**src/design/zhne_pkg.sv**
```systemverilog
// shared types and constants of the zip header name extractor
package zhne_pkg;

  localparam logic [23:0] SIG_HEAD3     = 24'h504B03;
  localparam logic [7:0]  SIG_LAST      = 8'h04;
  localparam logic [4:0]  OFS_LEN_LO    = 5'd26;
  localparam logic [4:0]  OFS_LEN_HI    = 5'd27;
  localparam logic [4:0]  OFS_HDR_LAST  = 5'd29;
  localparam logic [4:0]  OFS_AFTER_SIG = 5'd4;

  typedef enum logic [1:0] {
    K_NAME    = 2'd0,
    K_END     = 2'd1,
    K_VERDICT = 2'd2
  } kind_t;

  typedef enum logic [2:0] {
    PH_SCAN   = 3'b001,
    PH_HEADER = 3'b010,
    PH_NAME   = 3'b100
  } phase_t;

  // results of one input item: a first result, optionally followed by end of name
  typedef struct packed {
    kind_t      kind;
    logic [7:0] ch;
    logic       found;
    logic       two;
  } job_t;

  typedef struct packed {
    logic full;
    logic empty;
  } q_stat_t;

endpackage

```
**src/design/zhne_front.sv**
```systemverilog
// front part: byte scan, header offset tracking and result classification
module zhne_front import zhne_pkg::*; (
  input  logic       clk,
  input  logic       rst_n,
  input  logic       in_valid,
  output logic       in_stall,
  input  logic [7:0] in_byte_value,
  input  logic       in_last_of_file,
  output logic       push,
  output job_t       push_job,
  input  q_stat_t    q_stat
);

  logic [23:0] recent_r, recent_nxt;
  phase_t      phase_r, phase_nxt;
  logic [4:0]  hdr_off_r, hdr_off_nxt;
  logic [15:0] name_len_r, name_len_nxt;
  logic [15:0] name_left_r, name_left_nxt;
  logic        seen_r, seen_nxt;

  logic accept;
  logic has0;
  logic closed;
  logic end_needed;
  job_t job;

  assign in_stall = q_stat.full;
  assign accept   = in_valid && !q_stat.full;

  always_comb begin
    recent_nxt    = recent_r;
    phase_nxt     = phase_r;
    hdr_off_nxt   = hdr_off_r;
    name_len_nxt  = name_len_r;
    name_left_nxt = name_left_r;
    seen_nxt      = seen_r;
    has0          = 1'b0;
    closed        = 1'b0;
    end_needed    = 1'b0;
    job.kind      = K_END;
    job.ch        = 8'd0;
    job.found     = 1'b0;
    job.two       = 1'b0;

    unique case (phase_r)
      PH_HEADER: begin
        if (hdr_off_r == OFS_LEN_LO) begin
          name_len_nxt = {name_len_r[15:8], in_byte_value};
        end else if (hdr_off_r == OFS_LEN_HI) begin
          name_len_nxt = {in_byte_value, name_len_r[7:0]};
        end
        if (hdr_off_r >= OFS_HDR_LAST) begin
          if (name_len_nxt == 16'd0) begin
            has0      = 1'b1;
            job.kind  = K_END;
            closed    = 1'b1;
            phase_nxt = PH_SCAN;
          end else begin
            name_left_nxt = name_len_nxt;
            phase_nxt     = PH_NAME;
          end
          hdr_off_nxt = 5'd0;
        end else begin
          hdr_off_nxt = hdr_off_r + 5'd1;
        end
      end
      PH_NAME: begin
        has0          = 1'b1;
        job.kind      = K_NAME;
        job.ch        = in_byte_value;
        name_left_nxt = name_left_r - 16'd1;
        if (name_left_nxt == 16'd0) begin
          job.two   = 1'b1;
          closed    = 1'b1;
          phase_nxt = PH_SCAN;
        end
      end
      default: begin
        phase_nxt = PH_SCAN;
        if (recent_r == SIG_HEAD3 && in_byte_value == SIG_LAST) begin
          if (!seen_r) begin
            has0      = 1'b1;
            job.kind  = K_VERDICT;
            job.found = 1'b1;
          end
          seen_nxt      = 1'b1;
          recent_nxt    = 24'd0;
          phase_nxt     = PH_HEADER;
          hdr_off_nxt   = OFS_AFTER_SIG;
          name_len_nxt  = 16'd0;
          name_left_nxt = 16'd0;
        end else begin
          recent_nxt = {recent_r[15:0], in_byte_value};
        end
      end
    endcase

    if (in_last_of_file) begin
      // close a name cut off by end of file
      end_needed = !closed && (phase_nxt == PH_NAME ||
                               (phase_nxt == PH_HEADER && hdr_off_nxt > OFS_LEN_HI));
      if (end_needed) begin
        if (has0) begin
          job.two = 1'b1;
        end else begin
          has0     = 1'b1;
          job.kind = K_END;
        end
      end
      // no signature in this file: only possible with no other result
      if (!seen_nxt) begin
        has0      = 1'b1;
        job.kind  = K_VERDICT;
        job.found = 1'b0;
      end
      recent_nxt    = 24'd0;
      phase_nxt     = PH_SCAN;
      hdr_off_nxt   = 5'd0;
      name_len_nxt  = 16'd0;
      name_left_nxt = 16'd0;
      seen_nxt      = 1'b0;
    end
  end

  assign push     = accept && has0;
  assign push_job = job;

  always_ff @(posedge clk) begin
    if (!rst_n) begin
      recent_r    <= 24'd0;
      phase_r     <= PH_SCAN;
      hdr_off_r   <= 5'd0;
      name_len_r  <= 16'd0;
      name_left_r <= 16'd0;
      seen_r      <= 1'b0;
    end else if (accept) begin
      recent_r    <= recent_nxt;
      phase_r     <= phase_nxt;
      hdr_off_r   <= hdr_off_nxt;
      name_len_r  <= name_len_nxt;
      name_left_r <= name_left_nxt;
      seen_r      <= seen_nxt;
    end
  end

endmodule

```
**src/design/zhne_fifo.sv**
```systemverilog
// short job queue between front and back parts
module zhne_fifo import zhne_pkg::*; #(
  parameter int DEPTH = 2
) (
  input  logic    clk,
  input  logic    rst_n,
  input  logic    push,
  input  job_t    push_job,
  input  logic    pop,
  output job_t    head_job,
  output q_stat_t q_stat
);

  localparam int PW = (DEPTH > 1) ? $clog2(DEPTH) : 1;
  localparam int CW = $clog2(DEPTH + 1);

  job_t          mem_r [DEPTH];
  logic [PW-1:0] wr_ptr_r, wr_ptr_nxt;
  logic [PW-1:0] rd_ptr_r, rd_ptr_nxt;
  logic [CW-1:0] count_r, count_nxt;
  logic          do_push;
  logic          do_pop;

  function automatic logic [PW-1:0] ptr_inc(input logic [PW-1:0] p);
    ptr_inc = (p == PW'(DEPTH - 1)) ? '0 : p + PW'(1);
  endfunction

  assign q_stat.full  = (count_r == CW'(DEPTH));
  assign q_stat.empty = (count_r == '0);
  assign do_push      = push && !q_stat.full;
  assign do_pop       = pop && !q_stat.empty;
  assign head_job     = mem_r[rd_ptr_r];

  always_comb begin
    wr_ptr_nxt = do_push ? ptr_inc(wr_ptr_r) : wr_ptr_r;
    rd_ptr_nxt = do_pop ? ptr_inc(rd_ptr_r) : rd_ptr_r;
    count_nxt  = count_r + CW'(do_push) - CW'(do_pop);
  end

  always_ff @(posedge clk) begin
    if (!rst_n) begin
      wr_ptr_r <= '0;
      rd_ptr_r <= '0;
      count_r  <= '0;
    end else begin
      wr_ptr_r <= wr_ptr_nxt;
      rd_ptr_r <= rd_ptr_nxt;
      count_r  <= count_nxt;
    end
  end

  always_ff @(posedge clk) begin
    if (do_push) begin
      mem_r[wr_ptr_r] <= push_job;
    end
  end

endmodule

```
**src/design/zhne_back.sv**
```systemverilog
// back part: turns queued jobs into result items, one a cycle while out_stall is low
module zhne_back import zhne_pkg::*; (
  input  logic       clk,
  input  logic       rst_n,
  input  job_t       head_job,
  input  q_stat_t    q_stat,
  output logic       pop,
  output logic       out_valid,
  input  logic       out_stall,
  output logic [1:0] out_kind,
  output logic [7:0] out_name_char,
  output logic       out_archive_found,
  output logic       out_final_of_run
);

  // set while the trailing end of name of the head job is shown
  logic sel_r, sel_nxt;
  logic take;

  assign out_valid         = !q_stat.empty;
  assign take              = out_valid && !out_stall;
  assign out_kind          = sel_r ? K_END : head_job.kind;
  assign out_name_char     = sel_r ? 8'd0 : head_job.ch;
  assign out_archive_found = sel_r ? 1'b0 : head_job.found;
  assign out_final_of_run  = sel_r || !head_job.two;
  assign pop               = take && (sel_r || !head_job.two);

  always_comb begin
    sel_nxt = sel_r;
    if (take) begin
      sel_nxt = !sel_r && head_job.two;
    end
  end

  always_ff @(posedge clk) begin
    if (!rst_n) begin
      sel_r <= 1'b0;
    end else begin
      sel_r <= sel_nxt;
    end
  end

endmodule

```
**src/design/zip_header_name_extractor.sv**
```systemverilog
// top level of the zip local header name extractor
//
//  channel  dir  handshake            payload
//  in_      in   in_valid / in_stall  in_byte_value, in_last_of_file
//  out_     out  out_valid/out_stall  out_kind, out_name_char,
//                                     out_archive_found, out_final_of_run
//
// one byte accepted per cycle while in_stall is low; its results leave the queue
// from the next cycle on; a byte giving a name byte and end of name yields two items
// the job queue of FIFO_DEPTH entries absorbs that; in_stall rises only when it is full
// synchronous active-low reset clears scan state, queue pointers and output sequencer
// output stall only backs up the queue; the front keeps taking bytes until it fills
module zip_header_name_extractor import zhne_pkg::*; #(
  parameter int FIFO_DEPTH = 2   // queue entries, 2 to 8
) (
  input  logic       clk,
  input  logic       rst_n,
  input  logic       in_valid,
  output logic       in_stall,
  input  logic [7:0] in_byte_value,
  input  logic       in_last_of_file,
  output logic       out_valid,
  input  logic       out_stall,
  output logic [1:0] out_kind,
  output logic [7:0] out_name_char,
  output logic       out_archive_found,
  output logic       out_final_of_run
);

  // front to queue
  logic    push;
  job_t    push_job;
  // queue to back
  logic    pop;
  job_t    head_job;
  q_stat_t q_stat;

  // signature match, header offsets, name length capture
  zhne_front u_front (
    .clk             (clk),
    .rst_n           (rst_n),
    .in_valid        (in_valid),
    .in_stall        (in_stall),
    .in_byte_value   (in_byte_value),
    .in_last_of_file (in_last_of_file),
    .push            (push),
    .push_job        (push_job),
    .q_stat          (q_stat)
  );

  // decouples byte intake from result delivery
  zhne_fifo #(
    .DEPTH (FIFO_DEPTH)
  ) u_fifo (
    .clk      (clk),
    .rst_n    (rst_n),
    .push     (push),
    .push_job (push_job),
    .pop      (pop),
    .head_job (head_job),
    .q_stat   (q_stat)
  );

  // emits one or two result items per job
  zhne_back u_back (
    .clk               (clk),
    .rst_n             (rst_n),
    .head_job          (head_job),
    .q_stat            (q_stat),
    .pop               (pop),
    .out_valid         (out_valid),
    .out_stall         (out_stall),
    .out_kind          (out_kind),
    .out_name_char     (out_name_char),
    .out_archive_found (out_archive_found),
    .out_final_of_run  (out_final_of_run)
  );

endmodule

```
**config.mk**
```make
export PLATFORM = sky130hd
export DESIGN_NAME = zip_header_name_extractor
export DESIGN_NICKNAME = d
export VERILOG_FILES = /design/src/design/zhne_pkg.sv /design/src/design/zhne_front.sv /design/src/design/zhne_fifo.sv /design/src/design/zhne_back.sv /design/src/design/zip_header_name_extractor.sv
export SDC_FILE = /design/constraint.sdc
export NUM_CORES = 1
export LEC_CHECK = 0
export BUFFER_PORTS_ARGS = -buffer_cell sky130_fd_sc_hd__buf_2
export CAP_MARGIN = 40
export CORE_MARGIN = 3
export CORE_UTILIZATION = 61
export CTS_CLUSTER_DIAMETER = 60
export DETAILED_ROUTE_END_ITERATION = 6
export PLACE_DENSITY_LB_ADDON = 0.25
export SLEW_MARGIN = 15
export SYNTH_ARGS = -nofsm -noshare
export SYNTH_HDL_FRONTEND = slang
export SYNTH_SLANG_ARGS = --single-unit
```
**constraint.sdc**
```tcl
create_clock -name clk -period 4.3 [get_ports clk]
set_clock_uncertainty 0.05 [all_clocks]
set_input_delay 0.215 -clock clk [delete_from_list [all_inputs] [get_ports clk]]
set_output_delay 0.215 -clock clk [all_outputs]
set_load 0.005 [all_outputs]
```
==> flow_summary.rst, run 1 <==
.. list-table::
   :header-rows: 1

   * - Metric
     - Value
   * - Remaining max-slew budget at the tightest pin
     - 44.72%
   * - Post-detailed-route count of antenna-violating nets
     - 0
   * - Worst path required time
     - ~4.5 ns
   * - Total die area
     - 9070 µm²
   * - Count of cell types in the netlist
     - 61
   * - RSZ-0062 raised after global routing
     - false
   * - Total net switching power
     - approximately 680 µW
   * - GR Overflow Total
     - 0
   * - Type of the worst setup path
     - reg -> reg
   * - Internal power of the cells
     - 1.366 mW
   * - Vias per cell
     - ~6.5
   * - Total area of multi-input combinational cells
     - roughly 2500 µm²
   * - Number of hold violations in the final report
     - 0
   * - Number of nets in the layout
     - about 590
   * - List of most frequent post-synthesis cells
     - 81 x sky130_fd_sc_hd__nor2_1, 71 x sky130_fd_sc_hd__dfxtp_1, 56 x sky130_fd_sc_hd__nand2_1
   * - Pin count of the biggest net entering global routing
     - 33
   * - Commonest register cell after synthesis
     - sky130_fd_sc_hd__dfxtp_1
   * - Ratio of final minimum period to clock period
     - a little under 80%
   * - Global-route wire length before repair
     - a little under 20,000 µm
   * - Netlist Area Pre-Place
     - roughly 5000 µm²
   * - CTS H-tree lvls
     - 3
   * - Count of cells resized by post-cts repair
     - 0
   * - Max Buffers Root-to-Sink
     - 2
   * - Later-pin clock latency in the skew report
     - approximately 0.38 ns
   * - Average cell area after synthesis
     - 8.752 µm²
   * - Number of buffers inserted by port buffering
     - 26
   * - Buffer count from post-CTS setup fixing
     - 0
   * - Placed cell count
     - about 650
   * - Final number of max-transition violations
     - 0
   * - Standard-cell row count
     - 31
   * - Area contributors post-synth
     - sky130_fd_sc_hd__dfxtp_1 29%, sky130_fd_sc_hd__edfxtp_1 15%, sky130_fd_sc_hd__nor2_1 6.3%
   * - Sequential element share of the synthesized area
     - roughly 44%
   * - Relative contribution of the clock network to total power
     - 29.9%
   * - Sequential cell area
     - about 2100 µm²
   * - Most used standard cell by instance count after synthesis
     - sky130_fd_sc_hd__nor2_1
   * - Total power per unit cell area
     - about 400 nW/µm²
   * - Nature of the critical path endpoint
     - register
   * - Synthesized instance count
     - around 560
   * - Clock transition time at the flip-flop clock pins of the worst setup and hold paths
     - between 0.1 and 0.15 ns
   * - Worst R2R Setup Slack
     - around 0.91 ns
   * - Slew of the pin with the lowest slew margin
     - just over 0.8 ns
   * - ANT cells
     - 0
   * - Antenna violations before repair
     - 0
   * - Number of warning messages in the yosys log
     - 0
   * - Data arrival time of the critical path
     - approximately 3.6 ns
   * - Final sum of negative setup slack
     - 0 ns
   * - Share of flip-flops with an asynchronous set or reset after synthesis
     - 0%
   * - Number of top-level pins
     - 27
   * - Combinational group share of total power
     - between 20% and 30%
   * - Final-layout fill cell count
     - 567
   * - Residual DRC count
     - 0
   * - Net Count, Synth
     - between 500 and 600
   * - Layout Cells excl Fill
     - 670
   * - Fraction of final layout cells with drive strength greater than 1
     - about an eighth
   * - Area inside the core boundary
     - around 7500 µm²
   * - Sw frac
     - about 33%
   * - Detailed-routing iteration count for the pre-antenna-repair pass
     - 6
   * - Effective utilization at floorplan
     - 64.88%
   * - CTS buffer count
     - 9
   * - Classification of the worst-slack hold path
     - in -> reg
   * - Drt initial violations
     - a little over 500
   * - Cell leakage power
     - 1.924 nW
   * - Vertical die dimension
     - 95.24 µm
   * - CTS tree
     - built
   * - Max-cap viol count
     - 0
   * - Highest net fanout along the worst path
     - 8
   * - Area growth from synthesis to final layout
     - 8.089%
   * - Result of the run
     - finished clean
   * - Gr usage total
     - around 28%
   * - Highest ir drop seen on vdd
     - a little under 0.2 mV
   * - Clock root buffer
     - sky130_fd_sc_hd__clkbuf_8
   * - Number of buffers inserted for hold repair after clock tree synthesis
     - 0
   * - Maximum operating frequency
     - between 200 and 300 MHz
   * - Power share of the sequential group
     - 49.3%
   * - Die X
     - around 95 µm
   * - Total via count in the routed design
     - ~4.3k
   * - Via count of the first global-routing pass
     - roughly 4.0k
   * - Final setup violation count
     - 0
   * - Global placement routability congestion
     - around 1
   * - Clock Sinks
     - between 90 and 100
   * - HPWL after detailed placement
     - about 8300 µm
   * - Flop and latch count out of synthesis
     - 95
   * - Area share of the leading cell type in the synthesized netlist
     - between 20% and 30%
   * - Cell taking the most area after synthesis
     - sky130_fd_sc_hd__dfxtp_1
   * - CP startpoint kind
     - register
   * - Routed WL
     - between 10,000 and 15,000 µm
   * - Post-synth EDFFs
     - 24
   * - Final period demand of the worst path
     - 3.388 ns
   * - Average wire per cell in the routed design
     - ~18 µm
   * - Total power draw
     - 2.047 mW
[final cells by class]
cell class | count | area share [%]
inverter | 15 | 1.072
clock buffer | 9 | 2.359
multi-input combinational | 413 | 48.05
sequential | 95 | 40.80
clock inverter | 7 | 1.644
tap | 99 | 2.359
timing repair buffer | 32 | 3.718
[through the flow]
stage	util [%]	setup WS, ns	hold slack (ns)	area (µm²)
5_1_grt	70.13	0.7019	0.07955	5250
4_1_cts	70.13	0.9771	0.07174	5250
3_5_place_dp	67.32	1.029	0.4269	5040
3_3_place_gp	66.86	1.125	0.4197	5005
2_1_floorplan	-	1.325	0.3133	4857
6_report	70.13	0.9119	0.08121	5250
[power groups by stage]
stage | Sequential [mW] | Combinational, mW | Clock, mW
floorplan | 1.01 | 0.306 | 0
CTS | 1.01 | 0.424 | 0.611
global placement | 1.03 | 0.399 | 0
detailed placement | 1.03 | 0.421 | 0
global route | 1.02 | 0.476 | 0.652
finish | 1.01 | 0.425 | 0.612
[cell families after synthesis]
group / count (synthesis) / share of synthesized area (%)
buffers and inverters: 47 / 3.967
XOR/XNOR: 6 / 1.082
AND/OR/NAND/NOR: 228 / 23.98
adder cells (fa/ha/maj): 7 / 1.803
flip-flops: 95 / 44.10
AO/OA/AOI/OAI: 147 / 19.91
multiplexers: 25 / 5.152
[worst paths after layout]
path	from	depth (start not counted)	to
setup / recovery	u_front.name_left_r[0]	14	u_fifo.count_r[1]
hold / removal	out_stall	3	u_back.sel_r
setup reg to reg	u_front.name_left_r[0]	14	u_fifo.count_r[1]
hold reg to reg	u_front.name_len_r[10]	2	u_front.name_len_r[10]
[cells in the final DEF, fill, tap and decap left out, types with 4 or more instances in the layout]
cell type / instances
sky130_fd_sc_hd__nor2_1: 81
sky130_fd_sc_hd__dfxtp_1: 71
sky130_fd_sc_hd__nand2_1: 56
sky130_fd_sc_hd__a21oi_1: 41
sky130_fd_sc_hd__a22oi_1: 27
sky130_fd_sc_hd__buf_2: 26
sky130_fd_sc_hd__mux2i_1: 25
sky130_fd_sc_hd__edfxtp_1: 24
sky130_fd_sc_hd__o21ai_0: 23
sky130_fd_sc_hd__nor3_1: 15
sky130_fd_sc_hd__inv_1: 15
sky130_fd_sc_hd__o22ai_1: 13
sky130_fd_sc_hd__nand3_1: 11
sky130_fd_sc_hd__nor4_1: 10
sky130_fd_sc_hd__and3_1: 9
sky130_fd_sc_hd__clkbuf_8: 9
sky130_fd_sc_hd__ha_1: 7
sky130_fd_sc_hd__or3_1: 6
sky130_fd_sc_hd__a211oi_1: 6
sky130_fd_sc_hd__o211ai_1: 5
sky130_fd_sc_hd__nand2b_1: 5
sky130_fd_sc_hd__o32ai_1: 5
sky130_fd_sc_hd__buf_4: 5
sky130_fd_sc_hd__nor2b_1: 4
[flip-flops by register name (all words and copies together) (netlist names), named ones only]
| register | cells |
|---|---|
| u_fifo.count_r | 2 |
| u_fifo.rd_ptr_r | 1 |
| u_front.hdr_off_r | 5 |
| u_back.sel_r | 1 |
| u_front.recent_r | 24 |
| u_front.name_len_r | 16 |
| u_fifo.mem_r | 24 |
| u_fifo.wr_ptr_r | 1 |
| u_front.phase_r | 3 |
| u_front.name_left_r | 16 |
| u_front.seen_r | 1 |
[worst max-delay path, stage by stage (launching register included)]
cell and delay (ns):
sky130_fd_sc_hd__dfxtp_1 0.40, sky130_fd_sc_hd__inv_1 0.14, sky130_fd_sc_hd__ha_1 0.26, sky130_fd_sc_hd__or3b_2 0.52, sky130_fd_sc_hd__xor2_1 0.14, sky130_fd_sc_hd__and4_1 0.23
sky130_fd_sc_hd__nand3_1 0.10, sky130_fd_sc_hd__o21ai_0 0.36, sky130_fd_sc_hd__a21oi_1 0.15, sky130_fd_sc_hd__o21ai_0 0.24, sky130_fd_sc_hd__inv_1 0.09, sky130_fd_sc_hd__ha_1 0.22
sky130_fd_sc_hd__xor2_1 0.16, sky130_fd_sc_hd__xnor2_1 0.14, sky130_fd_sc_hd__nor2_1 0.05
[metal layers]
metal  track usage (%)  vias up  wire length [µm]  share of wire, %
met5                 0        -                 0                 0
met3             4.025       34               873               7.3
met2             46.41      224              5775                48
met4             12.86        0               347               2.9
met1             36.62     2017              5043                42
li1                  -     2050                 -                 -
(Power assumes the default switching activity.)
==> inputs of run 2 (changes only) <==
--- a/config.mk
+++ b/config.mk
@@ -5,6 +5,7 @@
 export SDC_FILE = /design/constraint.sdc
 export NUM_CORES = 1
 export LEC_CHECK = 0
+export ABC_AREA = 1
 export BUFFER_PORTS_ARGS = -buffer_cell sky130_fd_sc_hd__buf_2
 export CAP_MARGIN = 40
 export CORE_MARGIN = 3
==> constraint.sdc (replaced) <==
create_clock -name clk -period 3.2 [get_ports clk]
set_clock_uncertainty 0.05 [all_clocks]
set_input_delay 0.16 -clock clk [delete_from_list [all_inputs] [get_ports clk]]
set_output_delay 0.16 -clock clk [all_outputs]
set_load 0.005 [all_outputs]
==> flow_summary.rst, run 2 <==
.. list-table::
   :header-rows: 1

   * - Metric
     - Value
   * - Regs by FF count
     - u_fifo.mem_r x24, u_front.recent_r x24
   * - CP startpoint kind
     - register
   * - Cell leakage power
     - 2.355 nW (+22%)
   * - Result of the run
     - finished clean
   * - RSZ-0062 raised after global routing
     - false
   * - Final number of max-transition violations
     - 0 (unchanged)
   * - Number of hold violations in the final report
     - 0 (unchanged)
   * - Buffer count from post-CTS setup fixing
     - 0 (unchanged)
   * - CTS H-tree lvls
     - 3 (unchanged)
   * - Worst path required time
     - 3.43 ns (-1.07 ns)
   * - Drt initial violations
     - 321 (-36%)
   * - Number of buffers inserted by port buffering
     - 26 (unchanged)
   * - Cell taking the most area after synthesis
     - sky130_fd_sc_hd__dfxtp_1
   * - Remaining max-slew budget at the tightest pin
     - 59.50% (+15 points)
   * - Classification of the worst-slack hold path
     - in -> reg
   * - Nature of the critical path endpoint
     - register
   * - CTS tree
     - built
   * - Die X
     - 97.22 µm (+2.1%)
   * - Antenna violations before repair
     - 0 (unchanged)
   * - Total power per unit cell area
     - 529.8 nW/µm² (+36%)
   * - Total via count in the routed design
     - 4,796 (+11%)
   * - Maximum operating frequency
     - 345.3 MHz (+17%)
   * - Net Count, Synth
     - 761 (+32%)
   * - Final period demand of the worst path
     - 2.896 ns (-0.4921 ns)
   * - Standard-cell row count
     - 32 (+3.2%)
   * - Routed WL
     - 12,260 µm (+1.8%)
   * - Effective utilization at floorplan
     - 64.36% (-0.53 points)
   * - Slew of the pin with the lowest slew margin
     - 0.6053 ns (-0.2209 ns)
   * - Number of buffers inserted for hold repair after clock tree synthesis
     - 0 (unchanged)
   * - Fraction of final layout cells with drive strength greater than 1
     - 9.387% (-2.5 points)
   * - Gr usage total
     - 26.07% (-2.1 points)
   * - Via count of the first global-routing pass
     - 4,458 (+11%)
   * - Area share of the leading cell type in the synthesized netlist
     - 28.00% (-1.3 points)
   * - Post-synth EDFFs
     - 24 (unchanged)
   * - Area inside the core boundary
     - 7888 µm² (+5.4%)
   * - Data arrival time of the critical path
     - 3.13 ns (-0.46 ns)
   * - ANT cells
     - 0 (unchanged)
   * - HPWL after detailed placement
     - 9186 µm (+10%)
   * - Global-route wire length before repair
     - 20,460 µm (+2.8%)
   * - Share of flip-flops with an asynchronous set or reset after synthesis
     - 0% (unchanged)
   * - Residual DRC count
     - 0 (unchanged)
   * - Max Buffers Root-to-Sink
     - 2 (unchanged)
   * - Final sum of negative setup slack
     - 0 ns (unchanged)
   * - Type of the worst setup path
     - reg -> reg
   * - Vias per cell
     - 5.519 (-15%)
   * - Flop and latch count out of synthesis
     - 95 (unchanged)
   * - Vertical die dimension
     - 97.22 µm (+2.1%)
   * - Commonest register cell after synthesis
     - sky130_fd_sc_hd__dfxtp_1
   * - Final setup violation count
     - 0 (unchanged)
   * - Most frequent cells in the layout
     - 164 x sky130_fd_sc_hd__nand2_1, 124 x sky130_fd_sc_hd__nor2_1, 110 x sky130_fd_sc_hd__inv_1
   * - Min setup slack post-route
     - 0.3040 ns (-0.6079 ns)
   * - Netlist Area Pre-Place
     - 5076 µm² (+4.5%)
   * - Clock root buffer
     - sky130_fd_sc_hd__clkbuf_8
   * - Synthesized instance count
     - 741 (+34%)
   * - Count of cells resized by post-cts repair
     - 0 (unchanged)
   * - Most used standard cell by instance count after synthesis
     - sky130_fd_sc_hd__nand2_1
   * - GR Overflow Total
     - 0 (unchanged)
   * - Most common cell after layout, fill and taps aside
     - sky130_fd_sc_hd__nand2_1
   * - Sequential element share of the synthesized area
     - 42.20% (-1.9 points)
   * - Area contributors post-synth
     - sky130_fd_sc_hd__dfxtp_1 28%, sky130_fd_sc_hd__edfxtp_1 14%, sky130_fd_sc_hd__nand2_1 12%
   * - Post-detailed-route count of antenna-violating nets
     - 0 (unchanged)
   * - Average cell area after synthesis
     - 6.850 µm² (-22%)
   * - Post-route cell area
     - 5468 µm² (+4.1%)
   * - Post-DP Area
     - 5271 µm² (+4.6%)
   * - CTS buffer count
     - 9 (unchanged)
   * - Pin count of the biggest net entering global routing
     - 37 (+12%)
   * - Global placement routability congestion
     - 0.8936 (-10%)
   * - Detailed-routing iteration count for the pre-antenna-repair pass
     - 5 (-1)
   * - Number of warning messages in the yosys log
     - 0 (unchanged)
   * - Highest net fanout along the worst path
     - 7 (-1)
   * - Average wire per cell in the routed design
     - 14.11 µm (-21%)
   * - Clock Sinks
     - 95 (unchanged)
   * - Count of cell types in the netlist
     - 34 (-44%)
   * - Total die area
     - 9452 µm² (+4.2%)
   * - Number of nets in the layout
     - 782 (+33%)
   * - Pre-CTS worst setup slack
     - 0.4063 ns (-0.6228 ns)
   * - Highest ir drop seen on vdd
     - 0.3206 mV (+64%)
   * - Ratio of final minimum period to clock period
     - 90.50% (+12 points)
   * - Clock transition time at the flip-flop clock pins of the worst setup and hold paths
     - 0.08 ns (-0.03 ns)
   * - Area growth from synthesis to final layout
     - 7.715%
   * - Number of top-level pins
     - 27 (unchanged)
   * - List of most frequent post-synthesis cells
     - 164 x sky130_fd_sc_hd__nand2_1, 124 x sky130_fd_sc_hd__nor2_1, 110 x sky130_fd_sc_hd__inv_1
   * - Later-pin clock latency in the skew report
     - 0.36 ns (-0.02 ns)
   * - Max-cap viol count
     - 0 (unchanged)
[run 2: changes by cell type after synthesis, sizes merged, moves of 25 or more]
cell   previous run  this run
nand2            56       170
inv              15       113
nor2             81       130
o21ai            25        68
a22oi            27         1
mux2i            25         0
[run 2: worst paths after layout]
path	start	depth (start not counted)	endpoint	slack (ns)
worst max-delay path	u_front.hdr_off_r[0]	20	u_fifo.count_r[1]	0.30
worst min-delay path	rst_n	3	u_front.name_left_r[2]	0.04
worst max register to register	u_front.hdr_off_r[0]	20	u_fifo.count_r[1]	0.30
worst min register to register	u_front.name_len_r[9]	2	u_front.name_len_r[9]	0.41
[run 2: layout make-up]
type                    count  area, µm²
clock inverters             2      11.26
clock buffers              14      185.2
repair buffers             35      201.4
flip-flops and latches     95       2142
inverters                 116      436.7
well taps                 102      127.6
fillers                   707       2420
multi-input cells         505       2364
[run 2: routing by layer]
layer  up-vias  track usage, %  wire length (µm)
met5         -               0                 0
met4         0           9.798               243
met3        26           4.307               836
met2       178           43.37              5858
met1      2192           34.17              5321
li1       2400               -                 -
[run 2: logic make-up after synthesis]
family,count (synthesis),share of synthesized area (%)
and+or+nand+nor,339,27.36
AOI/OAI and AO/OA,151,16.10
buffers and inverters,141,11.24
DFF,95,42.20
xor gates and xnor gates,8,1.380
adders and majority gates,7,1.725
[run 2: power by group]
part | switching, mW | internal, mW | leakage (nW) | total [mW]
combinational | 0.482 | 0.254 | 1.46 | 0.736
clock | 0.399 | 0.377 | 0.0946 | 0.776
sequential | 0.0644 | 1.32 | 0.803 | 1.39
[run 2: through the flow]
stage                     util (%)  power, mW  hold WS (ns)  std cells
final                        69.32      2.897       0.03861        869
after global routing         69.32      3.072       0.02549        869
after CTS                    69.32      2.899       0.02757        869
after detailed placement     66.83      2.137        0.3973        853
after global placement       66.59      2.095        0.3887        851
after floorplan                  -      1.924        0.3565        741
[run 2: worst max-delay path: stages, from the launching register on]
cell and delay (ns):
sky130_fd_sc_hd__dfxtp_1 0.41, sky130_fd_sc_hd__inv_1 0.10, sky130_fd_sc_hd__ha_1 0.21, sky130_fd_sc_hd__nand2_2 0.13, sky130_fd_sc_hd__nor2_1 0.13, sky130_fd_sc_hd__nand2_1 0.08, sky130_fd_sc_hd__nand2_1 0.07, sky130_fd_sc_hd__nor2_1 0.13
sky130_fd_sc_hd__nand2_1 0.08, sky130_fd_sc_hd__nor2_1 0.23, sky130_fd_sc_hd__nand3_2 0.14, sky130_fd_sc_hd__nand3_2 0.10, sky130_fd_sc_hd__nand3_1 0.08, sky130_fd_sc_hd__nand2_1 0.08, sky130_fd_sc_hd__nand2_2 0.07, sky130_fd_sc_hd__nand2_1 0.10
sky130_fd_sc_hd__inv_1 0.05, sky130_fd_sc_hd__ha_1 0.19, sky130_fd_sc_hd__xor2_1 0.17, sky130_fd_sc_hd__o21ai_0 0.09, sky130_fd_sc_hd__a21oi_1 0.14
